<file path="src/design/slc_pkg.sv">
// Shared types, constants and command codes of the PCM nearest-level slicer.
package slc_pkg;

   localparam int PHASES   = 6;
   localparam int LEVELS   = 128;
   localparam int PHASE_W  = 3;
   localparam int IDX_W    = 7;
   localparam int ADDR_W   = PHASE_W + IDX_W;
   localparam int LVL_W    = 15;
   localparam int SAMPLE_W = 16;
   localparam int LEN_W    = 8;

   // Commands carried by a request beat
   typedef enum logic [1:0] {
      CMD_DECIDE    = 2'd0,
      CMD_WR_LEVEL  = 2'd1,
      CMD_WR_ROW    = 2'd2,
      CMD_SET_PHASE = 2'd3
   } cmd_type;

   // Sequencer states, one-hot
   typedef enum logic [5:0] {
      ST_IDLE   = 6'b000001,
      ST_READ   = 6'b000010,
      ST_TEST   = 6'b000100,
      ST_FETCH0 = 6'b001000,
      ST_FETCH1 = 6'b010000,
      ST_PICK   = 6'b100000
   } state_type;

   // Result of the shared compare/distance unit
   typedef struct packed {
      logic             ge;
      logic [LVL_W-1:0] gap;
   } diff_type;

endpackage

</file>
<file path="src/design/slc_abs_diff.sv">
// Shared compare and distance unit: level >= magnitude and |level - magnitude|.
module slc_abs_diff (
   input  logic [slc_pkg::LVL_W-1:0] level,
   input  logic [slc_pkg::LVL_W-1:0] mag,
   output slc_pkg::diff_type         result
);

   logic [slc_pkg::LVL_W:0] diff;
   logic [slc_pkg::LVL_W:0] diff_neg;

   // Subtract once, take the sign for the compare and fold for the distance
   always_comb begin
      diff       = {1'b0, level} - {1'b0, mag};
      diff_neg   = (~diff) + {{slc_pkg::LVL_W{1'b0}}, 1'b1};
      result.ge  = ~diff[slc_pkg::LVL_W];
      result.gap = result.ge ? diff[slc_pkg::LVL_W-1:0] : diff_neg[slc_pkg::LVL_W-1:0];
   end

endmodule
</file>
<file path="config.mk">
export PLATFORM = sky130hd
export DESIGN_NAME = slc_abs_diff
export DESIGN_NICKNAME = d
export VERILOG_FILES = /design/src/design/slc_pkg.sv /design/src/design/slc_abs_diff.sv
export SDC_FILE = /design/constraint.sdc
export NUM_CORES = 1
export LEC_CHECK = 0
export ABC_AREA = 1
export BUFFER_PORTS_ARGS = -buffer_cell sky130_fd_sc_hd__buf_2
export CORE_ASPECT_RATIO = 1.25
export CORE_UTILIZATION = 50
export DETAILED_ROUTE_END_ITERATION = 7
export PLACE_DENSITY = 0.88
export SYNTH_ARGS = -nofsm -noshare
export SYNTH_HDL_FRONTEND = slang
export SYNTH_SLANG_ARGS = --single-unit
</file>
<file path="constraint.sdc">
create_clock -name vclk -period 2.5
set_input_delay 0.5 -clock vclk [all_inputs]
set_output_delay 0.5 -clock vclk [all_outputs]
set_load 0.05 [all_outputs]
</file>
==> summary.txt, run 1 <==
Initial core utilization = 0.535
Synthesized area divided by synthesized cell count = 4.98 um^2
Dominant combinational cell family by area after synthesis = simple AND/OR/NAND/NOR gates
Compound-Gate Fraction of Synth Area = 0.0453
Post-CTS Hold Fix Bufs = 0
Boundary pin count = 46
Run status = aborted with a tool error
Number of instances in the synthesized netlist = 294
Post-placement worst setup slack = -0.778 ns
Last stage = 4_1_cts
Number of buffer cells added on primary ports = 46
Cell Rows = 21
Vertical die dimension = 62.5 um
Number of unique standard cell types used by synthesis = 24
Part of the Yosys area used for sequential elements = 0
Proportion of synthesized area in mux cells = 0
Horizontal die dimension = 50.4 um
Total number of yosys warnings = 0
Routability Congestion = 0.844
Number of setup buffers added after CTS = 10
Area share of xor/xnor cells in the synthesized design = 0.0599
Net count of the mapped netlist = 341
Hpwl dp = 4.09 mm
Run-stopping error = [ERROR DPL-0038] Utilization greater than 100%, impossible to legalize
Placed cell count = 423
# resized after CTS = 103
Synth Area in Adders = 0.151
Synthesized area = 1460 um^2
Simple-gate share of the synthesized area = 0.567
## Yosys cell counts
cell type  instances  share of area
a21oi_1            8          0.027
a21oi_2            1         0.0060
and2_1             1         0.0043
buf_6              1         0.0077
fa_1               1          0.014
ha_1              16           0.14
inv_1             64           0.16
inv_2              2         0.0051
nand2_1          111           0.28
nand2_2            8          0.034
nand2_4            1         0.0077
nand3_1           29          0.099
nand3_2            2          0.014
nand3b_1           2          0.010
nand4_1            6          0.026
nor2_1            22          0.056
nor2_2             2         0.0086
nor2_4             2          0.015
nor3_1             2         0.0068
o21ai_0            1         0.0034
o21ai_1            1         0.0034
o31ai_1            1         0.0051
xnor2_1            3          0.018
xor2_1             7          0.042
## stage by stage
step | area [um^2] | util
3_5_place_dp | 2360 | 0.863
2_1_floorplan | 1710 | -
3_3_place_gp | 2360 | 0.863
## logic make-up after synthesis
group,count (synthesis)
compound gates,12
fa+ha+maj,17
simple gates,188
xor+xnor,10
buf+inv,67
==> inputs of run 2 (changes only) <==
- CORE_ASPECT_RATIO: 1.25 -> default
- CORE_UTILIZATION: 50 -> 35
- PLACE_DENSITY: 0.88 -> default
- PLACE_DENSITY_LB_ADDON: default -> 0.15
- clock period: 2.5 -> 3.2 ns (I/O delays scaled with it)
==> run 2 against run 1 <==
- the flow now finishes without violations
- synthesized cell count did not move
- synthesized area did not move
==> summary.txt, run 2 <==
Run status = complete, no violations (was aborted with a tool error)
FF/Latch Area = 0 um^2
Antenna violations before repair = 0
Final routed wire length divided by cell count = 8.98 um
Terminating pin of the worst hold path = result[0]
Antenna-violating nets left = 0
Hold-critical path depth = 4
Layout net count = 414
Top cell type's share of synthesized area = 0.285 (unchanged)
Ratio of final minimum period to clock period = 0.996
Routability Congestion = 0.874 (was 0.844)
Fmax = 314 MHz
Utilization after layout = 0.565
Synth Area in Adders = 0.151 (unchanged)
Sum of internal, switching and leakage power = 772 uW
Worst slew margin = 0.761
Hpwl dp = 3.20 mm (was 4.09 mm)
Leading post-synthesis cells by cell area = nand2_1, inv_1, ha_1 (unchanged)
Clock buffer count = 0
Synthesized area divided by synthesized cell count = 4.98 um^2 (unchanged)
Number of global-route vias before repair = 1566
Worst hold-check path type = primary input to output port
Number of search-and-repair iterations in the first detailed-routing pass = 4
Vias per inst = 4.40
Part of the Yosys area used for sequential elements = 0 (unchanged)
Peak fanout along the critical path = 3
Endpoint required time on the critical path = 2.56 ns
Cell Rows = 23 (was 21)
Antenna fix cells = 0
Proportion of synthesized area in mux cells = 0 (unchanged)
Hold wc startpoint = mag[0]
Post-CTS Hold Fix Bufs = 0 (unchanged)
Count of final max-slew check failures = 0
Placed cell count = 411 (was 423)
Vertical die dimension = 66.6 um (was 62.5 um)
Layout sequential cell count = 0
Die footprint = 4440 um^2
Total number of yosys warnings = 0 (unchanged)
Global-route wire length before repair = 6.20 mm
Max-cap violations = 0
Compound-Gate Fraction of Synth Area = 0.0453 (unchanged)
Library cell occupying the most area in the post-synthesis netlist = nand2_1 (unchanged)
Maximum ir drop on the vdd rail = 0.000111 V
Number of cells in the finished layout apart from fillers = 415
Commonest non-fill, non-tap cell in the layout = nand2_1
Number of DRC violations after detailed-routing iteration 0 = 53
Count of vias placed by the detailed router = 1828
Horizontal die dimension = 66.6 um (was 50.4 um)
Worst hold slack after final layout = 1.75 ns
Nature of the critical path startpoint = primary input
Setup repair after global routing missed its margin = yes
Hold Violations, Final = 0
Wirelength, routed = 3.73 mm
Top-count cell post-synth = nand2_1 (unchanged)
Synthesized area = 1460 um^2 (unchanged)
Global routing usage summed across all routing layers = 0.172
Actual transition at the worst max-transition pin = 0.356 ns
Proportion of layout cells with a drive suffix above 1 = 0.362
Number of unique standard cell types used by synthesis = 24 (unchanged)
Min cycle time layout = 3.19 ns
Boundary pin count = 46 (unchanged)
Worst EP arrival = 2.55 ns
Top post-synthesis cells by count = nand2_1, inv_1, nand3_1 (unchanged)
Number of buffer cells added on primary ports = 46 (unchanged)
Setup violation total in the final timing report = 0
Most frequent cells in the layout = nand2_1, inv_1, buf_2
Power per unit of standard cell area = 341 nW/um^2
Dominant combinational cell family by area after synthesis = simple AND/OR/NAND/NOR gates (unchanged)
Pin count of the biggest net entering global routing = 13
Lkg Pwr = 0.00135 uW
Total congestion overflow after global routing = 0
DRC = 0
Number of instances in the synthesized netlist = 294 (unchanged)
Endpoint type of the worst setup path = output port
Floorplan Core Area = 4000 um^2
Crit Path Class = primary input to output port
Area growth from synthesis to layout = 54.6%
Simple-gate share of the synthesized area = 0.567 (unchanged)
Initial core utilization = 0.366 (was 0.535)
Area share of xor/xnor cells in the synthesized design = 0.0599 (unchanged)
Net count of the mapped netlist = 341 (unchanged)
## run 2: cell counts after synthesis
No cell type changed its count.
## run 2: worst max-delay path by stage
stage          startpoint         end  slack (ns)
2_1_floorplan    level[0]   result[9]       -0.12
3_3_place_gp     level[0]  result[14]       -0.17
3_5_place_dp     level[0]  result[14]       -0.23
4_1_cts          level[0]  result[14]       -0.04
5_1_grt          level[0]  result[10]       -0.12
6_report           mag[0]  result[13]        0.01
## run 2: cells by family (layout without fill, tap and decap cells)
logic type,Yosys count,after routing
and+or+nand+nor,188,188
buffers and inverters,67,138
adders and majority gates,17,17
AOI/OAI and AO/OA,12,12
xor gates and xnor gates,10,10
## run 2: what timing repair did
action	in CTS	in global routing
pin swaps	15	10
setup endpoints to repair	9	14
resized for setup	31	38
setup buffers	4	0
## run 2: final cells by class
type,count,area (um^2)
inverters,66,258
multi-input cells,227,1440
repair buffers,72,504
well taps,50,62.6
fillers,437,1740
## run 2: layer usage
| layer | vias to the layer above | global-route usage | wire, um |
|---|---|---|---|
| met3 | 0 | 0.00171 | 49 |
| li1 | 1038 | - | - |
| met1 | 767 | 0.236 | 1940 |
| met4 | 0 | 0.00266 | 0 |
| met5 | - | 0 | 0 |
| met2 | 23 | 0.313 | 1740 |
## run 2: critical path: stages
cell	delay [ns]
buf_6	0.10
ha_4	0.15
fa_2	0.57
buf_6	0.12
nand2_4	0.04
nor2_4	0.08
nand2_1	0.07
nor2_2	0.14
nand3_2	0.11
nor2_4	0.13
nand3_2	0.08
nand2_1	0.06
nand2_1	0.04
nand2_1	0.07
buf_6	0.15
## run 2: stage by stage
step | setup TNS (ns) | area [um^2] | setup slack (ns)
global route | -0.583 | 2260 | -0.119
global placement | -1.01 | 1980 | -0.174
CTS | -0.124 | 2120 | -0.0378
floorplan | -0.261 | 1540 | -0.117
detailed placement | -1.27 | 1980 | -0.227
finish | 0 | 2260 | 0.0123
## run 2: power by group
part           switching [uW]  internal (uW)
sequential                  0              0
clock                       0              0
combinational             482            290
(Power assumes the default switching activity.)
